===== config.mk =====
export PLATFORM = sky130hd
export DESIGN_NAME = decimal_text_to_fixed
export DESIGN_NICKNAME = d
export VERILOG_FILES = /design/src/hw/rtl/dtf_pkg.sv /design/src/hw/rtl/dtf_state.sv /design/src/hw/rtl/dtf_finish.sv /design/src/hw/rtl/decimal_text_to_fixed.sv
export SDC_FILE = /design/constraint.sdc
export NUM_CORES = 1
export LEC_CHECK = 0
export BUFFER_PORTS_ARGS = -buffer_cell sky130_fd_sc_hd__buf_4
export CAP_MARGIN = 20
export CORE_MARGIN = 1
export CORE_UTILIZATION = 44
export DETAILED_ROUTE_END_ITERATION = 16
export PLACE_DENSITY = 0.58
export SETUP_SLACK_MARGIN = 0.4
export SLEW_MARGIN = 20
export SYNTH_ARGS = -nofsm -noshare
export SYNTH_HDL_FRONTEND = slang
export SYNTH_HIERARCHICAL = 1
export SYNTH_SLANG_ARGS = --single-unit

===== constraint.sdc =====
create_clock -name i_clk -period 12.62 [get_ports i_clk]
set_input_delay 1.262 -clock i_clk [delete_from_list [all_inputs] [get_ports i_clk]]
set_output_delay 1.262 -clock i_clk [all_outputs]
set_load 0.02 [all_outputs]

===== src/hw/rtl/dtf_pkg.sv =====
// Shared types and constants for the decimal text to fixed-point converter.
package dtf_pkg;

    // Default fixed-point format, Q16.16
    localparam int INT_BITS_DEF  = 16;
    localparam int FRAC_BITS_DEF = 16;

    // Fraction weight is Q0.24; the fraction sum needs one extra bit for rounding carry
    localparam int WEIGHT_W = 24;
    localparam int FSUM_W   = 25;

    localparam logic [WEIGHT_W-1:0]   TENTH_Q24  = 24'd1677722;
    localparam logic [2*WEIGHT_W-1:0] WEIGHT_RND = 48'h00_0000_800000;

    // Character codes
    localparam logic [7:0] CH_NUL   = 8'h00;
    localparam logic [7:0] CH_MINUS = 8'h2D;
    localparam logic [7:0] CH_DOT   = 8'h2E;
    localparam logic [7:0] CH_ZERO  = 8'h30;
    localparam logic [7:0] CH_NINE  = 8'h39;

    typedef enum logic [4:0] {
        PH_START = 5'b00001,
        PH_SIGN  = 5'b00010,
        PH_INT   = 5'b00100,
        PH_FRAC  = 5'b01000,
        PH_ERR   = 5'b10000
    } t_phase;

    // Parse status handed from the scanner to the result formatter
    typedef struct packed {
        logic negative;
        logic saturated;
        logic dot_pending;
        logic bad;
    } t_flags;

endpackage


===== src/hw/rtl/dtf_state.sv =====
// Character scanner: phase tracking, integer and fraction accumulation.
module dtf_state #(
    parameter int INT_BITS = dtf_pkg::INT_BITS_DEF
) (
    input  logic                        i_clk,
    input  logic                        i_rst_n,
    input  logic                        i_step,
    input  logic [7:0]                  i_char,
    output dtf_pkg::t_flags             o_flags,
    output logic [INT_BITS-1:0]         o_magnitude,
    output logic [dtf_pkg::FSUM_W-1:0]  o_frac_sum
);

    localparam int MW = INT_BITS + 4;
    localparam int WW = dtf_pkg::WEIGHT_W;
    localparam int FW = dtf_pkg::FSUM_W;
    localparam logic [INT_BITS-1:0] CAP = INT_BITS'(1) << (INT_BITS - 1);

    dtf_pkg::t_phase       r_phase, n_phase;
    logic [INT_BITS-1:0]   r_magnitude, n_magnitude;
    logic [WW-1:0]         r_weight, n_weight;
    logic [FW-1:0]         r_frac_sum, n_frac_sum;
    logic                  r_negative, n_negative;
    logic                  r_saturated, n_saturated;
    logic                  r_dot, n_dot;

    logic [7:0]            digit_off;
    logic [3:0]            digit;
    logic                  is_digit;
    logic [MW-1:0]         mag_wide;
    logic [WW+3:0]         frac_prod;
    logic [2*WW-1:0]       weight_prod;

    assign digit_off   = i_char - dtf_pkg::CH_ZERO;
    assign digit       = digit_off[3:0];
    assign is_digit    = (i_char >= dtf_pkg::CH_ZERO) && (i_char <= dtf_pkg::CH_NINE);
    assign mag_wide    = (MW'(r_magnitude) << 3) + (MW'(r_magnitude) << 1) + MW'(digit);
    assign frac_prod   = (WW+4)'(r_weight) * (WW+4)'(digit);
    assign weight_prod = (2*WW)'(r_weight) * (2*WW)'(dtf_pkg::TENTH_Q24) + dtf_pkg::WEIGHT_RND;

    always_comb begin
        n_phase     = r_phase;
        n_magnitude = r_magnitude;
        n_weight    = r_weight;
        n_frac_sum  = r_frac_sum;
        n_negative  = r_negative;
        n_saturated = r_saturated;
        n_dot       = r_dot;
        if (i_char == dtf_pkg::CH_NUL) begin
            // end of string: back to the start of a new one
            n_phase     = dtf_pkg::PH_START;
            n_magnitude = '0;
            n_weight    = dtf_pkg::TENTH_Q24;
            n_frac_sum  = '0;
            n_negative  = 1'b0;
            n_saturated = 1'b0;
            n_dot       = 1'b0;
        end else if (r_phase != dtf_pkg::PH_ERR) begin
            if (is_digit) begin
                if (r_phase == dtf_pkg::PH_FRAC) begin
                    n_frac_sum = r_frac_sum + FW'(frac_prod);
                    n_weight   = weight_prod[2*WW-1:WW];
                    n_dot      = 1'b0;
                end else begin
                    n_phase = dtf_pkg::PH_INT;
                    if (!r_saturated) begin
                        // hold the integer part at its cap once reached
                        if (mag_wide >= MW'(CAP)) begin
                            n_magnitude = CAP;
                            n_saturated = 1'b1;
                        end else begin
                            n_magnitude = INT_BITS'(mag_wide);
                        end
                    end
                end
            end else if (i_char == dtf_pkg::CH_MINUS) begin
                if (r_phase == dtf_pkg::PH_START) begin
                    n_phase    = dtf_pkg::PH_SIGN;
                    n_negative = 1'b1;
                end else begin
                    n_phase = dtf_pkg::PH_ERR;
                end
            end else if (i_char == dtf_pkg::CH_DOT) begin
                if (r_phase == dtf_pkg::PH_SIGN || r_phase == dtf_pkg::PH_INT) begin
                    n_phase = dtf_pkg::PH_FRAC;
                    n_dot   = 1'b1;
                end else begin
                    n_phase = dtf_pkg::PH_ERR;
                end
            end else begin
                n_phase = dtf_pkg::PH_ERR;
            end
        end
    end

    always_ff @(posedge i_clk) begin
        if (!i_rst_n) begin
            r_phase     <= dtf_pkg::PH_START;
            r_magnitude <= '0;
            r_weight    <= dtf_pkg::TENTH_Q24;
            r_frac_sum  <= '0;
            r_negative  <= 1'b0;
            r_saturated <= 1'b0;
            r_dot       <= 1'b0;
        end else if (i_step) begin
            r_phase     <= n_phase;
            r_magnitude <= n_magnitude;
            r_weight    <= n_weight;
            r_frac_sum  <= n_frac_sum;
            r_negative  <= n_negative;
            r_saturated <= n_saturated;
            r_dot       <= n_dot;
        end
    end

    assign o_flags.negative    = r_negative;
    assign o_flags.saturated   = r_saturated;
    assign o_flags.dot_pending = r_dot;
    assign o_flags.bad         = (r_phase == dtf_pkg::PH_ERR);
    assign o_magnitude         = r_magnitude;
    assign o_frac_sum          = r_frac_sum;

endmodule


===== src/hw/rtl/dtf_finish.sv =====
// Result formatter: fraction rounding, saturation and sign for one string.
module dtf_finish #(
    parameter int INT_BITS  = dtf_pkg::INT_BITS_DEF,
    parameter int FRAC_BITS = dtf_pkg::FRAC_BITS_DEF
) (
    input  dtf_pkg::t_flags             i_flags,
    input  logic [INT_BITS-1:0]         i_magnitude,
    input  logic [dtf_pkg::FSUM_W-1:0]  i_frac_sum,
    output logic signed [31:0]          o_value,
    output logic                        o_error,
    output logic                        o_overflow
);

    localparam int QW = INT_BITS + FRAC_BITS;
    localparam int OW = (QW > 32) ? QW : 32;
    localparam int FW = dtf_pkg::FSUM_W;
    localparam logic [QW-1:0] TOP = QW'(1) << (QW - 1);

    logic [QW-1:0] fr;
    logic [QW-1:0] mag_int;
    logic [QW-1:0] sum;
    logic [QW-1:0] limit;
    logic [QW-1:0] mag;
    logic          ovf;
    logic [OW-1:0] ext;

    generate
        if (FRAC_BITS < dtf_pkg::WEIGHT_W) begin : g_round
            localparam int SH = dtf_pkg::WEIGHT_W - FRAC_BITS;
            logic [FW:0] rnd;
            // round half up from Q0.24 to the output fraction width
            assign rnd = {1'b0, i_frac_sum} + ((FW+1)'(1) << (SH - 1));
            assign fr  = QW'(rnd >> SH);
        end else begin : g_widen
            assign fr = QW'(i_frac_sum) << (FRAC_BITS - dtf_pkg::WEIGHT_W);
        end
    endgenerate

    assign mag_int = QW'(i_magnitude) << FRAC_BITS;
    assign sum     = mag_int + fr;
    assign limit   = i_flags.negative ? TOP : TOP - QW'(1);

    always_comb begin
        mag = sum;
        ovf = 1'b0;
        if (i_flags.saturated || (sum > limit)) begin
            mag = limit;
            ovf = 1'b1;
        end
        ext = OW'(mag);
        if (i_flags.negative) begin
            ext = -ext;
        end
        if (i_flags.bad || i_flags.dot_pending) begin
            o_value    = '0;
            o_error    = 1'b1;
            o_overflow = 1'b0;
        end else begin
            o_value    = ext[31:0];
            o_error    = 1'b0;
            o_overflow = ovf;
        end
    end

endmodule


===== src/hw/rtl/decimal_text_to_fixed.sv =====
// Top level of the streaming decimal text to signed fixed-point converter.
//
// Feed one character per transaction on the input channel; a NUL closes the
// string and produces exactly one result transaction carrying the value in
// signed Q(INT_BITS).(FRAC_BITS) form (low 32 bits), an error flag and an
// overflow flag. Accepted syntax: optional leading minus, integer digits, at
// most one dot followed by fraction digits ("-.5" is fine, ".5", "5." and
// "+5" are errors). Empty text or a lone minus yields zero. An integer part
// that reaches 2^(INT_BITS-1) saturates the value and sets overflow; an error
// forces value and overflow to zero. The block takes one character per clock
// cycle with no bubbles: each character passes through an input register and
// the scan logic (a 24x24 constant multiply for the fraction weight and a 4x24
// digit product), and the result of a NUL is captured in an output register
// when the NUL leaves the input register. The output register decouples the
// two channels, so characters of the next string keep flowing while a result
// waits; only a NUL stalls, and only while the previous result is untaken.
module decimal_text_to_fixed #(
    parameter int INT_BITS  = dtf_pkg::INT_BITS_DEF,
    parameter int FRAC_BITS = dtf_pkg::FRAC_BITS_DEF
) (
    input  logic               i_clk,
    input  logic               i_rst_n,
    input  logic               i_in_valid,
    output logic               o_in_ready,
    input  logic [7:0]         i_char_in,
    output logic               o_out_valid,
    input  logic               i_out_ready,
    output logic signed [31:0] o_value,
    output logic               o_error,
    output logic               o_overflow
);

    // input stage
    logic        r_in_vld;
    logic [7:0]  r_char;

    // output stage
    logic               r_out_vld;
    logic signed [31:0] r_value;
    logic               r_error;
    logic               r_overflow;

    logic                         out_free;
    logic                         is_nul;
    logic                         step;
    logic                         in_acc;
    dtf_pkg::t_flags              flags;
    logic [INT_BITS-1:0]          magnitude;
    logic [dtf_pkg::FSUM_W-1:0]   frac_sum;
    logic signed [31:0]           n_value;
    logic                         n_error;
    logic                         n_overflow;

    // The output slot is free when empty or being drained this cycle.
    assign out_free = !r_out_vld || i_out_ready;
    assign is_nul   = (r_char == dtf_pkg::CH_NUL);

    // Advance the held character: ordinary characters always go, a NUL only
    // when its result has somewhere to land.
    assign step       = r_in_vld && (!is_nul || out_free);
    assign o_in_ready = !r_in_vld || step;
    assign in_acc     = i_in_valid && o_in_ready;

    dtf_state #(
        .INT_BITS (INT_BITS)
    ) u_state (
        .i_clk       (i_clk),
        .i_rst_n     (i_rst_n),
        .i_step      (step),
        .i_char      (r_char),
        .o_flags     (flags),
        .o_magnitude (magnitude),
        .o_frac_sum  (frac_sum)
    );

    // Format from the state as it stands before the NUL clears it.
    dtf_finish #(
        .INT_BITS  (INT_BITS),
        .FRAC_BITS (FRAC_BITS)
    ) u_finish (
        .i_flags     (flags),
        .i_magnitude (magnitude),
        .i_frac_sum  (frac_sum),
        .o_value     (n_value),
        .o_error     (n_error),
        .o_overflow  (n_overflow)
    );

    // Control: input and output valid flags.
    always_ff @(posedge i_clk) begin
        if (!i_rst_n) begin
            r_in_vld  <= 1'b0;
            r_out_vld <= 1'b0;
        end else begin
            if (in_acc) begin
                r_in_vld <= 1'b1;
            end else if (step) begin
                r_in_vld <= 1'b0;
            end
            if (step && is_nul) begin
                r_out_vld <= 1'b1;
            end else if (i_out_ready) begin
                r_out_vld <= 1'b0;
            end
        end
    end

    // Payload: capture the character, hold the result until taken.
    always_ff @(posedge i_clk) begin
        if (in_acc) begin
            r_char <= i_char_in;
        end
        if (step && is_nul) begin
            r_value    <= n_value;
            r_error    <= n_error;
            r_overflow <= n_overflow;
        end
    end

    assign o_out_valid = r_out_vld;
    assign o_value     = r_value;
    assign o_error     = r_error;
    assign o_overflow  = r_overflow;

endmodule

==> flow_metrics.py <==
metrics = {
    "setup_path": {
        "crit_arrival_ns": 8.48,
        "critPathCaptureType": "register",
        "critical_path.max_stage_delay_ns": 0.75,
        "critPathBufInv": 2,
        "cp_max_fo": 13,
        "startpoint_type": "register",
        "path_common_cell": "fa_1",
        "worstPathRequired_ns": 12.93,
        "path_cells": "ha_1, xor2_1, ha_1, or2_2, fa_1, fa_1, fa_1, fa_1, inv_1, fa_1, inv_1, ha_1, nand4_1, nor3_1, a22oi_1, nand4_1, a31oi_1, xnor2_1, nand4_1, nor4_2, and4_1, nor3_1, o31a_1",
        "path_class": "reg -> reg",
        "cp_top_family": "adder cells",
        "crit_slowest_cell": "nor4_2",
    },
    "floorplanning": {
        "coreArea_um2": 43400,
        "io-pin-count": 48,
        "row_count": 76,
        "start_util": 0.450,
        "die-area_um2": 45200,
        "dieHeight_um": 213,
        "die_x_um": 213,
    },
    "logic_synthesis": {
        "synth_cells": 2143,
        "ys.flop_type": "dfxtp_1",
        "synth-xor-area-share": 0.0618,
        "synth_edf_count": 42,
        "async_flop_share": 0,
        "ys_warn_count": 6,
        "synth_nets": 2685,
        "yosysUniqueCellTypes": 104,
        "syn_area_per_cell_um2": 9.10,
        "yosys.area_share.simple": 0.153,
        "muxShareOfSynthArea": 0.00751,
        "netlist_area_um2": 19500,
        "synth_top_family_by_area": "adder cells",
        "synthAdderAreaFrac": 0.421,
        "synth_compound_area_frac": 0.139,
        "ys_seq_area_frac": 0.140,
        "ys_ff_latch": 115,
    },
    "routing": {
        "wl_met1_um": 22500,
        "vias": 15200,
        "wl_per_cell_um": 18.5,
        "vias_per_cell": 5.52,
        "wl_um": 50900,
        "ant_nets": 0,
        "drt_iter0_drc": 726,
        "drtPass1Iterations": 7,
        "drc_errors": 0,
        "met3WireLength_um": 1550,
        "highest_layer": "met4",
        "wl_met2_um": 25500,
    },
    "cells_and_area": {
        "diodes": 0,
        "nets": 2697,
        "layout-drive-gt1-share": 0.0710,
        "area_delta_synth_final_pct": 7.42,
    },
    "sta": {
        "fin_skew_ns": 0.0107,
        "tns_ns": 0,
        "rsz0062_at_grt": "no",
        "drv_slew": 0,
        "setup_viol": 0,
        "min_period_ns": 8.16,
        "timing.slew.headroom": 0.288,
        "fmax_mhz": 123,
        "hold_viol_final": 0,
        "fin_crit_sh": 0.647,
        "holdWs_ns": 0.478,
        "finalWorstSetupSlack_ns": 4.46,
        "worst_pin_slew_ns": 1.07,
    },
    "clock_network": {
        "cts_buffers": 17,
        "root_buffer": "clkbuf_16",
        "ctsLongestPathBuffers": 2,
        "clock-sinks": 115,
        "cts_resized": 0,
        "cts_tree": "done",
        "cts_htree_levels": 4,
        "postCtsSetupBuffers": 0,
        "clk_pin_slew_ns": 0.06,
        "ctsHoldBuffers": 0,
        "clk-insertion-delay-late_ns": 0.42,
    },
    "grt": {
        "antenna_found_initial": 0,
        "grtUsageTotal": 0.240,
        "grt-ovfl-total": 0,
        "grt_pass1_vias": 15800,
        "grt_pass1_wl_um": 84600,
        "grt_max_degree": 81,
    },
    "power_and_ir_drop": {
        "power.density_nw_per_um2": 58.1,
        "leakagePower_nw": 10.3,
        "ir_worst_vdd_mv": 0.0913,
    },
    "place": {
        "hpwl_um": 42900,
        "place_congestion": 0.963,
        "port_buffers": 47,
        "post-place-ws_ns": 4.59,
    },
    "hold_path": {
        "hold_path_class": "reg -> reg",
    },
    "run_status": {
        "status": "finished, final reports clean",
    },
    "flow_run": {
        "maxCapViolCount": 0,
    },
}
worst paths after layout:
kind,startpoint,to,slack [ns],cells after the start
setup / recovery,u_state/r_weight[2]$_SDFFE_PN0P_,u_state/r_weight[16]$_SDFFE_PN1P_,4.46,23
hold / removal,u_state/r_dot$_SDFFE_PN0P_,u_state/r_dot$_SDFFE_PN0P_,0.48,2
setup reg to reg,u_state/r_weight[2]$_SDFFE_PN0P_,u_state/r_weight[16]$_SDFFE_PN1P_,4.46,23
hold reg to reg,u_state/r_dot$_SDFFE_PN0P_,u_state/r_dot$_SDFFE_PN0P_,0.48,2
synthesized netlist by cell type (9+ instances only):
library cell	instances	area, um2
or2_2	9	56.3
nor2b_1	36	225
nand3_1	50	250
a211oi_1	10	75.1
nand4_1	40	250
a22oi_1	24	180
clkbuf_1	49	184
xnor2_1	66	578
nand2b_1	11	68.8
xor2_1	66	578
a21oi_1	110	551
o22ai_1	12	75.1
inv_1	322	1210
o21ai_0	69	345
and3_1	12	75.1
a21o_1	30	225
and2_1	47	294
o21bai_1	9	67.6
nand2_1	198	743
a31oi_1	17	106
a21boi_0	10	75.1
nor3_1	29	145
o31ai_1	9	67.6
fa_1	211	4220
ha_1	319	3990
o21a_1	14	105
mux2i_1	9	90.1
nor2_1	67	251
edfxtp_1	42	1260
dfxtp_1	73	1460
worst reg2reg max path: stages, from the launching register on:
cell and delay (ns):
dfxtp_1 0.65, ha_1 0.40, xor2_1 0.19, ha_1 0.20, or2_2 0.31, fa_1 0.49, fa_1 0.52, fa_1 0.52
fa_1 0.55, inv_1 0.06, fa_1 0.50, inv_1 0.04, ha_1 0.36, nand4_1 0.23, nor3_1 0.10, a22oi_1 0.39
nand4_1 0.26, a31oi_1 0.45, xnor2_1 0.26, nand4_1 0.26, nor4_2 0.75, and4_1 0.29, nor3_1 0.06, o31a_1 0.23
where the power goes:
group	internal [mW]	leakage (nW)	switching, mW
Clock	0.307	0.276	0.168
Sequential	0.386	0.967	0.00789
Combinational	0.139	9.06	0.208
Total	0.832	10.3	0.384
cell families (layout without fill, tap and decap cells):
group | Yosys count | in the layout
buffers and inverters | 385 | 410
xor gates and xnor gates | 135 | 135
and+or+nand+nor | 564 | 564
DFF | 115 | 115
muxes | 14 | 14
adders and majority gates | 530 | 530
AOI/OAI and AO/OA | 400 | 400
placed cells by master (no fill, tap or decap), types with 11 or more instances in the layout:
cell type  instances
buf_4             54
edfxtp_1          42
nand2_1          198
nor2_1            67
clkbuf_16         17
and2_1            47
fa_1             211
xor2_1            66
ha_1             319
nand2b_1          11
o21a_1            14
nor2b_1           36
nand3_1           50
a22oi_1           24
nand4_1           40
a21o_1            30
inv_1            322
a21oi_1          110
o21ai_0           69
dfxtp_1           72
a31oi_1           17
o22ai_1           12
xnor2_1           66
and3_1            12
nor3_1            29
stage by stage:
step                utilization  instances  area (um2)  power (mW)
finish                    0.483       2753       21000        1.22
CTS                       0.483       2752       20900        1.23
detailed placement        0.470       2720       20400       0.747
global placement          0.470       2720       20400       0.741
global route              0.483       2753       21000        1.29
floorplan                     -       2143       19500       0.659
sequential cells by signal, summed over array words and instances (netlist names), 5 cells and up:
| register | count |
|---|---|
| r_char | 8 |
| u_state/r_phase | 5 |
| u_state/o_frac_sum | 25 |
| u_state/o_magnitude | 16 |
| u_state/r_weight | 22 |
| o_value | 32 |
per-layer routing:
metal,track usage,vias to the layer above
met1,0.300,7443
met4,0.0806,0
met5,0,-
li1,-,7384
met2,0.428,290
met3,0.0251,74
area by class of cell:
type / count / area, um2
clock inverter: 11 / 136
timing repair buffer: 55 / 420
clock buffer: 21 / 440
inverter: 323 / 1210
sequential: 115 / 2720
fill: 4167 / 22400
tap: 585 / 732
multi-input combinational: 1643 / 15300
Note: power is estimated with default switching activity, not from simulation.
